### src/sv/ss_pkg.sv
`timescale 1ns / 1ps
// ----------------------------------------------------------------------------
// ss_pkg: shared types and constants for the substring search block
// Sizes, item opcodes, result status codes and the cell chain control group.
// ----------------------------------------------------------------------------
package ss_pkg;

    localparam int MAX_PATTERN   = 32;
    localparam int POSITION_BITS = 16;
    localparam int PCOUNT_W      = $clog2(MAX_PATTERN + 1);

    typedef logic [7:0]               t_byte;
    typedef logic [PCOUNT_W-1:0]      t_pcount;
    typedef logic [POSITION_BITS-1:0] t_pos;

    typedef enum logic [1:0] {
        OP_APPEND = 2'd0,
        OP_TEXT   = 2'd1,
        OP_CLEAR  = 2'd2
    } t_op;

    typedef enum logic [1:0] {
        ST_OK       = 2'd0,
        ST_SHORT    = 2'd1,
        ST_OVERFLOW = 2'd2,
        ST_SAT      = 2'd3
    } t_status;

    // control broadcast to every cell of the chain
    typedef struct packed {
        logic pat_shift;   // append: pattern bytes move one cell up
        logic pat_clear;   // clear: all cells become unused
        logic txt_shift;   // text byte: window moves one cell up
    } t_chain_ctl;

endpackage

### src/sv/ss_cell.sv
`timescale 1ns / 1ps
// ----------------------------------------------------------------------------
// ss_cell: one compare cell
// Holds one pattern byte, its in-use flag and one window byte; compares the
// window byte arriving from the lower neighbor against the pattern byte.
// ----------------------------------------------------------------------------
module ss_cell (
    input  logic              i_clk,
    input  logic              i_rst_n,
    input  ss_pkg::t_chain_ctl i_ctl,
    input  ss_pkg::t_byte     i_pat,
    input  logic              i_occ,
    input  ss_pkg::t_byte     i_win,
    output ss_pkg::t_byte     o_pat,
    output logic              o_occ,
    output ss_pkg::t_byte     o_win,
    output logic              o_eq
);
    import ss_pkg::*;

    t_byte r_pat;
    t_byte r_win;
    logic  r_occ;

    always_ff @(posedge i_clk) begin
        if (!i_rst_n) begin
            r_occ <= 1'b0;
        end else if (i_ctl.pat_clear) begin
            r_occ <= 1'b0;
        end else if (i_ctl.pat_shift) begin
            r_occ <= i_occ;
        end
    end

    always_ff @(posedge i_clk) begin
        if (i_ctl.pat_shift) begin
            r_pat <= i_pat;
        end
        if (i_ctl.txt_shift) begin
            r_win <= i_win;
        end
    end

    // unused cells never block a match
    assign o_eq  = !r_occ || (i_win == r_pat);
    assign o_pat = r_pat;
    assign o_occ = r_occ;
    assign o_win = r_win;

endmodule

### src/sv/ss_chain.sv
`timescale 1ns / 1ps
// ----------------------------------------------------------------------------
// ss_chain: row of compare cells
// Cell k pairs the pattern byte appended k items ago with the text byte
// seen k bytes ago; the match flag is the AND of all cell compares.
// ----------------------------------------------------------------------------
module ss_chain (
    input  logic               i_clk,
    input  logic               i_rst_n,
    input  ss_pkg::t_chain_ctl i_ctl,
    input  ss_pkg::t_byte      i_byte,
    output logic               o_match
);
    import ss_pkg::*;

    t_byte                  pat_link [MAX_PATTERN+1];
    t_byte                  win_link [MAX_PATTERN+1];
    logic [MAX_PATTERN:0]   occ_link;
    logic [MAX_PATTERN-1:0] eq;

    assign pat_link[0] = i_byte;
    assign win_link[0] = i_byte;
    assign occ_link[0] = 1'b1;

    for (genvar k = 0; k < MAX_PATTERN; k++) begin : g_cell
        ss_cell u_cell (
            .i_clk   (i_clk),
            .i_rst_n (i_rst_n),
            .i_ctl   (i_ctl),
            .i_pat   (pat_link[k]),
            .i_occ   (occ_link[k]),
            .i_win   (win_link[k]),
            .o_pat   (pat_link[k+1]),
            .o_occ   (occ_link[k+1]),
            .o_win   (win_link[k+1]),
            .o_eq    (eq[k])
        );
    end

    assign o_match = &eq;

endmodule

### src/sv/substring_search.sv
`timescale 1ns / 1ps
// ----------------------------------------------------------------------------
// substring_search: streaming first-occurrence pattern search
// Pattern is loaded byte by byte into a chain of compare cells, text streams
// through the same chain, and one result item follows each last text byte.
// ----------------------------------------------------------------------------
// Usage:
//   Input channel (i_valid / o_stall): one item per accepted edge. op selects
//   append pattern byte, text byte or clear pattern; end_of_text on a text
//   byte closes the search. Appending or clearing abandons a running search.
//   Output channel (o_valid / i_stall): one result item per last text byte,
//   held in an output register: found, match_start, match_length,
//   text_length and status.
//   Throughput: one item per cycle while o_stall is low. Each text byte is
//   compared against the whole pattern in the cycle it is taken, by the 32-cell chain.
//   Latency: the result is valid the cycle after the last text byte is taken.
//   Stall: while a result waits and i_stall is high, o_stall is high and no
//   item is taken; a waiting result is replaced in the same edge it leaves.
//   Config: i_cfg_wr_en writes anchored mode (prefix-only matching); write
//   it only while the block is idle.
//   Reset (i_rst_n low, synchronous): pattern empty, search state cleared,
//   anchored mode off, no result pending.
// ----------------------------------------------------------------------------
module substring_search (
    input  logic                 i_clk,
    input  logic                 i_rst_n,
    input  logic                 i_cfg_wr_en,
    input  logic                 i_cfg_wr_data,
    input  logic                 i_valid,
    output logic                 o_stall,
    input  logic [1:0]           i_op,
    input  ss_pkg::t_byte        i_data_byte,
    input  logic                 i_end_of_text,
    output logic                 o_valid,
    input  logic                 i_stall,
    output logic                 o_found,
    output ss_pkg::t_pos         o_match_start,
    output logic [5:0]           o_match_length,
    output ss_pkg::t_pos         o_text_length,
    output logic [1:0]           o_status
);
    import ss_pkg::*;

    localparam t_pos POS_LIMIT = '1;

    // control / search state
    logic    r_anchored;
    t_pcount r_pcount, n_pcount;
    logic    r_ovf, n_ovf;
    t_pos    r_cnt, n_cnt;
    logic    r_sat, n_sat;
    logic    r_hit, n_hit;
    t_pos    r_hitpos, n_hitpos;
    logic    r_out_valid, n_out_valid;

    // result register
    logic    r_found, n_found;
    t_pos    r_start, n_start;
    t_pcount r_len, n_len;
    t_pos    r_tlen, n_tlen;
    t_status r_status, n_status;

    logic       acc;
    t_chain_ctl ctl;
    logic       match;
    t_pos       cnt_inc;
    t_pos       p_ext;
    t_pos       s_pos;
    logic       sat_now;

    assign o_stall = r_out_valid && i_stall;
    assign acc     = i_valid && !o_stall;

    // pattern bytes shift in only while there is room; a full append overflows
    always_comb begin
        ctl.pat_shift = acc && (i_op == OP_APPEND) && (r_pcount != t_pcount'(MAX_PATTERN));
        ctl.pat_clear = acc && (i_op == OP_CLEAR);
        ctl.txt_shift = acc && (i_op == OP_TEXT) && (r_cnt != POS_LIMIT);
    end

    ss_chain u_chain (
        .i_clk   (i_clk),
        .i_rst_n (i_rst_n),
        .i_ctl   (ctl),
        .i_byte  (i_data_byte),
        .o_match (match)
    );

    assign sat_now = (r_cnt == POS_LIMIT);
    assign cnt_inc = r_cnt + 1'b1;
    assign p_ext   = t_pos'(r_pcount);
    assign s_pos   = cnt_inc - p_ext;

    always_comb begin
        n_pcount    = r_pcount;
        n_ovf       = r_ovf;
        n_cnt       = r_cnt;
        n_sat       = r_sat;
        n_hit       = r_hit;
        n_hitpos    = r_hitpos;
        n_out_valid = r_out_valid && i_stall;
        n_found     = r_found;
        n_start     = r_start;
        n_len       = r_len;
        n_tlen      = r_tlen;
        n_status    = r_status;

        if (acc) begin
            case (i_op)
                OP_APPEND: begin
                    if (r_pcount == t_pcount'(MAX_PATTERN)) begin
                        n_ovf = 1'b1;
                    end else begin
                        n_pcount = r_pcount + 1'b1;
                    end
                    n_cnt    = '0;
                    n_sat    = 1'b0;
                    n_hit    = 1'b0;
                    n_hitpos = '0;
                end
                OP_CLEAR: begin
                    n_pcount = '0;
                    n_ovf    = 1'b0;
                    n_cnt    = '0;
                    n_sat    = 1'b0;
                    n_hit    = 1'b0;
                    n_hitpos = '0;
                end
                OP_TEXT: begin
                    if (sat_now) begin
                        n_sat = 1'b1;
                    end else begin
                        n_cnt = cnt_inc;
                        // new start position complete: test it once
                        if (!r_hit && (r_pcount != '0) && (cnt_inc >= p_ext)
                            && (!r_anchored || (s_pos == '0)) && match) begin
                            n_hit    = 1'b1;
                            n_hitpos = s_pos;
                        end
                    end

                    if (i_end_of_text) begin
                        if (r_ovf) begin
                            n_status = ST_OVERFLOW;
                        end else if (n_sat) begin
                            n_status = ST_SAT;
                        end else if (p_ext > n_cnt) begin
                            n_status = ST_SHORT;
                        end else begin
                            n_status = ST_OK;
                        end

                        if ((n_status == ST_SHORT) || (n_status == ST_OVERFLOW)) begin
                            n_found = 1'b0;
                            n_start = '0;
                        end else if (r_pcount == '0) begin
                            // empty pattern matches at the text start
                            n_found = 1'b1;
                            n_start = '0;
                        end else begin
                            n_found = n_hit;
                            n_start = n_hit ? n_hitpos : '0;
                        end
                        n_len       = r_pcount;
                        n_tlen      = n_cnt;
                        n_out_valid = 1'b1;

                        n_cnt    = '0;
                        n_sat    = 1'b0;
                        n_hit    = 1'b0;
                        n_hitpos = '0;
                    end
                end
                default: begin
                end
            endcase
        end
    end

    always_ff @(posedge i_clk) begin
        if (!i_rst_n) begin
            r_anchored  <= 1'b0;
            r_pcount    <= '0;
            r_ovf       <= 1'b0;
            r_cnt       <= '0;
            r_sat       <= 1'b0;
            r_hit       <= 1'b0;
            r_hitpos    <= '0;
            r_out_valid <= 1'b0;
        end else begin
            if (i_cfg_wr_en) begin
                r_anchored <= i_cfg_wr_data;
            end
            r_pcount    <= n_pcount;
            r_ovf       <= n_ovf;
            r_cnt       <= n_cnt;
            r_sat       <= n_sat;
            r_hit       <= n_hit;
            r_hitpos    <= n_hitpos;
            r_out_valid <= n_out_valid;
        end
    end

    always_ff @(posedge i_clk) begin
        r_found  <= n_found;
        r_start  <= n_start;
        r_len    <= n_len;
        r_tlen   <= n_tlen;
        r_status <= n_status;
    end

    assign o_valid        = r_out_valid;
    assign o_found        = r_found;
    assign o_match_start  = r_start;
    assign o_match_length = 6'(r_len);
    assign o_text_length  = r_tlen;
    assign o_status       = r_status;

`ifndef ASSERT_OFF
    a_pcount_range: assert property (@(posedge i_clk) disable iff (!i_rst_n)
        r_pcount <= t_pcount'(MAX_PATTERN))
        else $error("pattern count past capacity");

    a_found_status: assert property (@(posedge i_clk) disable iff (!i_rst_n)
        o_valid && o_found |-> (o_status == ST_OK) || (o_status == ST_SAT))
        else $error("found reported with failing status");

    a_ok_fits: assert property (@(posedge i_clk) disable iff (!i_rst_n)
        o_valid && (o_status == ST_OK) && o_found
        |-> (32'(o_match_start) + 32'(o_match_length)) <= 32'(o_text_length))
        else $error("match runs past end of text");

    a_anchored_start: assert property (@(posedge i_clk) disable iff (!i_rst_n)
        r_anchored && r_hit |-> r_hitpos == '0)
        else $error("anchored hit away from text start");
`endif

endmodule

### config.mk
export PLATFORM = sky130hd
export DESIGN_NAME = substring_search
export DESIGN_NICKNAME = d
export VERILOG_FILES = /design/src/sv/ss_pkg.sv /design/src/sv/ss_cell.sv /design/src/sv/ss_chain.sv /design/src/sv/substring_search.sv
export SDC_FILE = /design/constraint.sdc
export NUM_CORES = 1
export LEC_CHECK = 0
export BUFFER_PORTS_ARGS = -buffer_cell sky130_fd_sc_hd__buf_2
export CAP_MARGIN = 10
export CORE_MARGIN = 2
export CORE_UTILIZATION = 30
export CTS_BUF_LIST = sky130_fd_sc_hd__clkbuf_2 sky130_fd_sc_hd__clkbuf_4 sky130_fd_sc_hd__clkbuf_8
export DETAILED_ROUTE_END_ITERATION = 10
export SYNTH_ARGS = -nofsm -noshare
export SYNTH_HDL_FRONTEND = slang
export SYNTH_HIERARCHICAL = 1
export SYNTH_SLANG_ARGS = --single-unit
export TNS_END_PERCENT = 20
### constraint.sdc
create_clock -name i_clk -period 17.1 [get_ports i_clk]
set_input_delay 2.565 -clock i_clk [delete_from_list [all_inputs] [get_ports i_clk]]
set_output_delay 2.565 -clock i_clk [all_outputs]
set_load 0.05 [all_outputs]
==> results.env, run 1 <==
RUN_STATUS='finished clean'
CLK_PIN_SLEW_WORST_PATHS_PS=60
PLACEMENTROWS=103
DRIVE_ABOVE_1_SHARE=0.166
GRT_OVERFLOW_TOTAL=0
ELEMENT_TYPE_AT_THE_CRITICAL_PATH_END='flop'
YOSYSWARNINGS=6
IR_DROP_uV=55.3
DETAILEDPLACEMENTHPWL_MM=26.2
CTS_NUM_SINKS=620
N_FILL_CELL=7471
GRT_FIRST_PASS_WIRELENGTH_MM=66.0
DRT-VIAS-PER-INSTANCE=4.42
FP.DIEAREA_UM2=81500
HOLD-PATH-CELL-COUNT=0
FMAXACHIEVABLE_GHz=0.155
LAYOUT.CELLS.MOST_COMMON_LIST='edfxtp_1, xnor2_1, clkbuf_8'
CRITICAL-PATH-TOP-DELAY-FAMILY='buffers and inverters'
CP_CELL_SEQUENCE='buf_2 > nand4b_1 > nor2_4 > buf_4 > buf_4 > buf_4'
FINAL_STAGE_NET_COUNT=1579
CRITICAL_PATH_ARRIVAL_PS=6740
GRT_MAX_DEGREE=191
CP_MAX_FO=76
INITIAL_UTILIZATION=0.302
TRITONCTS.NUM_BUFFERS=97
COMBINED_BUFFER_AND_INVERTER_COUNT_ALONG_THE_CRITICAL_PATH=4
CLOCK_TREE.HTREE_LEVEL_COUNT=3
FINAL_REPLACE_WEIGHTED_CONGESTION=0.835
REMAINING_DRC_ERRORS=0
DIE_X_UM=285
WORST_PATH_MAX_DELAY_CELL='buf_4'
POWER-PER-CELL-AREA_nW_PER_UM2=111
REPORT.FINAL.HOLD_VIOL_COUNT=0
CTS_TREE='yes'
MULTI_INPUT_AREA_UM2=5750
CLK_LAT_WORST_SKEW_PS=670
MAXCAPVIOLATIONS=0
PORTBUFFERS=59
POST_CTS_BUFFERS=0
CRITICAL-PATH-TOP-CELL-BY-COUNT='buf_4'
CRITICAL_PATH.STARTPOINT_TYPE='primary input'
CRIT_REQUIRED_PS=17390
SLEW-LIMIT-HEADROOM=0.239
CRITICAL_PATH.MAX_STAGE_DELAY_PS=910
POSTSYNTHCELLCOUNT=1397
CLOCK_SKEW_PS=33.4
DESIGN.CORE.AREA_UM2=78700
HOLD_WS_PS=444
CTS_RESIZED=0
GRT_ANTENNA_BEFORE_REPAIR=2
FLOORPLAN.IO_PINS=60
CTS_MAX_PATH_BUFFERS=3
ANTENNA-DIODE-COUNT=0
TOTALWIRELENGTH_MM=41.4
GLOBAL_ROUTE.USAGE.TOTAL=0.102
CTS.HOLD.BUFFERS_ADDED=0
CTS_ROOT_BUFFER='clkbuf_8'
MIN-DELAY-PATH-CLASS='reg -> reg'
DETAIL_ROUTE.WL_PER_CELL_UM=15.5
WORST-SLEW-PIN-TRANSITION_PS=1140
CP_NUM_CELLS=6
GRT_SETUP_UNREPAIRED='no'
FINAL-SEQ-AREA_UM2=17900
PERIOD_NEEDED_PS=6460
ANTENNA_VIOLATING_NETS_POST_ROUTE=0
DRT-PASS1-ITER-COUNT=6
SYNTH_FP_NETS=1430
SYNTHESIS.AREA_PER_INSTANCE_UM2=17.0
SETUP_VIOLATIONS=0
CRITPATHKIND='in -> reg'
R2R.WORST_PATH.CELLS=14
DETAILROUTE.VIA_COUNT=11837
POST_SYNTH_INSTANCE_AREA_UM2=23800
FINAL.SETUP.TNS_PS=0
SLEW_VIOL_FINAL=0
LAYOUT.CELLS.MOST_COMMON='edfxtp_1'
DETAILEDROUTE.FIRSTITERATIONVIOLATIONS=851
NUMBER_OF_GLOBAL_ROUTE_VIAS_BEFORE_REPAIR=12645
FINALCRITPERIODSHARE=0.378
AREA_GROWTH_SYN_TO_LAYOUT_PCT=15.4
CELLLEAKAGEPOWER_nW=8.64
DIE_H_UM=285
-- worst reg2reg max path: stages (launching register included) --
cell	delay [ps]
dfxtp_1	620
ha_1	440
and3_1	250
nand4_1	720
mux2i_1	460
ha_1	290
nor2b_1	130
o21a_1	160
o21a_1	160
o21a_1	160
o21a_1	170
o211a_1	280
a211oi_2	440
and2_1	520
a2bb2o_2	270
-- routing by layer --
metal  up-vias  routed length (um)  global-route usage
met2       226               21600               0.181
met5         -                   0                   0
met1      5905               17100               0.119
met4         0                 932              0.0377
li1       5627                   -                   -
met3        79                1720              0.0227
-- per-stage QoR --
stage               cell area [um^2]  std cells  worst slack [ps]  power (mW)  utilization
floorplan                      23800       1397               422        1.81            -
global placement               25400       2496              9960        1.82        0.322
detailed placement             25400       2496              9820        1.83        0.322
CTS                            27400       2677             10590        3.10        0.348
global route                   27400       2678             10280        3.17        0.348
finish                         27400       2678             10640        3.05        0.348
-- registers in the layout (all words and copies together) (netlist names) --
signal                       flops
r_cnt                           16
u_chain/g_cell.u_cell/o_pat    256
o_found                          1
o_valid                          1
o_match_start                   16
o_text_length                   16
r_hitpos                        16
o_match_length                   6
r_anchored                       1
u_chain/g_cell.u_cell/o_win    248
r_ovf                            1
r_sat                            1
u_chain/g_cell.u_cell/o_occ     32
r_pcount                         6
r_hit                            1
o_status                         2
-- final timing paths --
| path | start | endpoint | slack (ps) |
|---|---|---|---|
| max | i_op[1] | u_chain/g_cell[0].u_cell/o_win[1] | 10640 |
| min | u_chain/g_cell[7].u_cell/o_win[3] | u_chain/g_cell[8].u_cell/o_win[3] | 440 |
| max reg2reg | r_cnt[0] | o_match_start[9] | 11900 |
| min reg2reg | u_chain/g_cell[7].u_cell/o_win[3] | u_chain/g_cell[8].u_cell/o_win[3] | 440 |
-- report_power, final --
group	internal, mW	switching (mW)	total [mW]
sequential	1.68	0.0198	1.70
combinational	0.0350	0.0596	0.0946
clock	0.699	0.557	1.26
-- final cells by class --
class                           instances  area share
Sequential cell                       620       0.651
Multi-Input combinational cell        738       0.210
Clock buffer                          154      0.0668
Tap cell                             1050      0.0479
Timing Repair Buffer                   69      0.0147
Clock inverter                         27     0.00680
Inverter                               20     0.00274
(Power assumes the default switching activity.)
==> inputs of run 2 (changes only) <==
==> constraint.sdc (replaced) <==
create_clock -name i_clk -period 5.85 [get_ports i_clk]
set_input_delay 0.8775 -clock i_clk [delete_from_list [all_inputs] [get_ports i_clk]]
set_output_delay 0.8775 -clock i_clk [all_outputs]
set_load 0.05 [all_outputs]
==> run 2 against run 1 <==
  * Die area did not move
  * Final cell count rose by 0.22%
  * Register-to-register slack got worse by 11000 ps
  * First-iteration DRC count fell by 1.5%
  * Clock skew rose by 4.9 ps
  * Critical path type is now reg -> reg
  * Critical path depth rose by 8
  * Flip-flop and latch count did not move
  * Clock-buffer cell count fell by 4
==> results.env, run 2 (synthesis gave the netlist of run 1 again) <==
FINALNONFILLERCELLS=2684  # was 2678
PLACE_WS_PS=1400  # was 9820 ps
DESIGN.CORE.AREA_UM2=78700  # unchanged
DRT-PASS1-ITER-COUNT=5  # was 6
DETAIL_ROUTE.WL_PER_CELL_UM=15.6  # was 15.5 um
CRITICAL_PATH.STARTPOINT_TYPE='flop'  # was primary input
LAYOUT.CELLS.MOST_COMMON='edfxtp_1'  # unchanged
ELEMENT_TYPE_AT_THE_CRITICAL_PATH_END='flop'  # unchanged
CTS_ROOT_BUFFER='clkbuf_8'  # unchanged
PORTBUFFERS=59  # unchanged
DETAILEDROUTE.FIRSTITERATIONVIOLATIONS=838  # was 851
LAYOUT.CELLS.MOST_COMMON_LIST='edfxtp_1, xnor2_1, clkbuf_8'  # unchanged
GRT_MAX_DEGREE=163  # was 191
FINALCRITPERIODSHARE=0.784
TRITONCTS.NUM_BUFFERS=97  # unchanged
CTS.HOLD.BUFFERS_ADDED=0  # unchanged
ANTENNA_VIOLATING_NETS_POST_ROUTE=0  # unchanged
CRITICAL_PATH.REG2REG.ENDPOINT='o_match_start[7]'  # was o_match_start[9]
DRT-VIAS-PER-INSTANCE=4.49  # was 4.42
MULTI_INPUT_AREA_UM2=5780  # was 5750 um^2
CLK_LAT_WORST_SKEW_PS=670  # about the same
FINAL_REPLACE_WEIGHTED_CONGESTION=0.832  # was 0.835
HOLDPATHEND='u_chain/g_cell[0].u_cell/o_win[2]'  # was u_chain/g_cell[8].u_cell/o_win[3]
REMAINING_DRC_ERRORS=0  # unchanged
HOLD_WS_PS=421  # was 444 ps
POST_CTS_BUFFERS=0  # unchanged
WORST-SLEW-PIN-TRANSITION_PS=1050  # was 1140 ps
MAXCAPVIOLATIONS=0  # unchanged
POWER-PER-CELL-AREA_nW_PER_UM2=328  # was 111 nW/um^2
DETAILEDPLACEMENTHPWL_MM=27.0  # was 26.2 mm
FLOORPLAN.IO_PINS=60  # unchanged
CRITPATHKIND='reg -> reg'  # was in -> reg
GRT_SETUP_UNREPAIRED='no'  # unchanged
CP_MAX_FO=12  # was 76
FINAL_STAGE_NET_COUNT=1584  # was 1579
TIMING.HOLD.WORST.START='i_data_byte[2]'  # was u_chain/g_cell[7].u_cell/o_win[3]
GRT_FIRST_PASS_WIRELENGTH_MM=65.1  # was 66.0 mm
DP_CELLS=2501  # was 2496
POST-ROUTE-UTIL=0.350  # was 0.348
FINAL-SEQ-AREA_UM2=17900  # unchanged
PLACEMENTROWS=103  # unchanged
CRIT_REQUIRED_PS=6370  # was 17390 ps
REGTOREGSETUPSLACK_PS=1260  # was 11900 ps
GRT_ANTENNA_BEFORE_REPAIR=1  # was 2
CTS_NUM_SINKS=620  # unchanged
CELLLEAKAGEPOWER_nW=8.69  # was 8.64 nW
GRT_OVERFLOW_TOTAL=0  # unchanged
DIE_X_UM=285  # unchanged
INITIAL_UTILIZATION=0.302  # unchanged
CTS_RESIZED=0  # unchanged
ANTENNA-DIODE-COUNT=0  # unchanged
FMAXACHIEVABLE_GHz=0.218
FP.DIEAREA_UM2=81500  # unchanged
DETAILROUTE.VIA_COUNT=12042  # was 11837
SETUP_SLACK_PS=1260  # was 10640 ps
LARGEST_REG_FLOPS=256  # unchanged
MIN-DELAY-PATH-CLASS='in -> reg'  # was reg -> reg
R2R.WORST_PATH.CELLS=14  # unchanged
SETUP_VIOLATIONS=0  # unchanged
CLOCK_TREE.HTREE_LEVEL_COUNT=3  # unchanged
DIE_H_UM=285  # unchanged
DRIVE_ABOVE_1_SHARE=0.169  # was 0.166
AREA_GROWTH_SYN_TO_LAYOUT_PCT=16.0  # was 15.4%
CTS_MAX_PATH_BUFFERS=3  # unchanged
REPORT.FINAL.HOLD_VIOL_COUNT=0  # unchanged
POST_DP_CELL_AREA_UM2=25500  # was 25400 um^2
SLEW-LIMIT-HEADROOM=0.296  # was 0.239
TOTALWIRELENGTH_MM=42.0  # was 41.4 mm
FINAL.SETUP.TNS_PS=0  # unchanged
CRITICAL_PATH.REG2REG.STARTPOINT='r_cnt[0]'  # unchanged
CLK_PIN_SLEW_WORST_PATHS_PS=60  # about the same
GLOBAL_ROUTE.USAGE.TOTAL=0.101  # was 0.102
FIN_AREA_UM2=27600  # was 27400 um^2
CTS_TREE='yes'  # unchanged
RUN_STATUS='finished clean'  # unchanged
HOLD-PATH-CELL-COUNT=1  # was 0
N_FILL_CELL=7449  # was 7471
NUMBER_OF_GLOBAL_ROUTE_VIAS_BEFORE_REPAIR=12364  # was 12645
CLOCK_SKEW_PS=38.3  # was 33.4 ps
SLEW_VIOL_FINAL=0  # unchanged
PERIOD_NEEDED_PS=4590
CRITICAL_PATH_ARRIVAL_PS=5100  # was 6740 ps
PNR_TOTAL_POWER_mW=9.04  # was 3.05 mW
IR_DROP_uV=188  # was 55.3 uV
==> run 2: changes by cell type in the layout (fill, tap and decap cells not counted), sizes merged <==
cell	previous run	this run
buf	69	74
bufinv	1	4
clkbuf	154	150
inv	23	24
clkinv	21	22
==> run 2: critical path: stages, from the launching register on <==
cell      delay [ps]
dfxtp_1          560
ha_1             390
and3_1           240
nand4_1          320
mux2i_1          320
ha_1             280
nor2b_1          140
o21a_1           160
o21a_1           170
o21a_1           170
o21a_1           170
o211a_1          270
a211oi_2         420
and2_1           520
a2bb2o_2         280
==> run 2: final cells by class <==
class	instances	area share
Tap cell	1050	0.0476
Clock inverter	32	0.0111
Sequential cell	620	0.648
Timing Repair Buffer	74	0.0164
Clock buffer	150	0.0646
Inverter	20	0.00272
Multi-Input combinational cell	738	0.210
==> run 2: worst max path at each step <==
stage / start / endpoint / slack (ps) / cells past startpoint
2_1_floorplan: i_stall / u_chain/g_cell[10].u_cell/o_occ / -330 / 7
3_3_place_gp: r_cnt[0] / o_match_start[7] / 1520 / 14
3_5_place_dp: r_cnt[0] / o_match_start[7] / 1400 / 14
4_1_cts: r_cnt[0] / o_match_start[7] / 1320 / 14
5_1_grt: r_cnt[0] / o_match_start[7] / 900 / 14
6_report: r_cnt[0] / o_match_start[7] / 1260 / 14
==> run 2: per-layer routing <==
metal | wire length, um | up-vias | track usage
met5 | 0 | - | 0
met4 | 953 | 0 | 0.0357
met3 | 2110 | 76 | 0.0220
met2 | 21700 | 267 | 0.178
met1 | 17300 | 6047 | 0.122
li1 | - | 5652 | -
==> run 2: where the power goes <==
part	internal (mW)	total [mW]	switching, mW
Sequential	4.90	4.96	0.0580
Clock	2.14	3.79	1.65
Combinational	0.105	0.283	0.178
Total	7.15	9.04	1.89
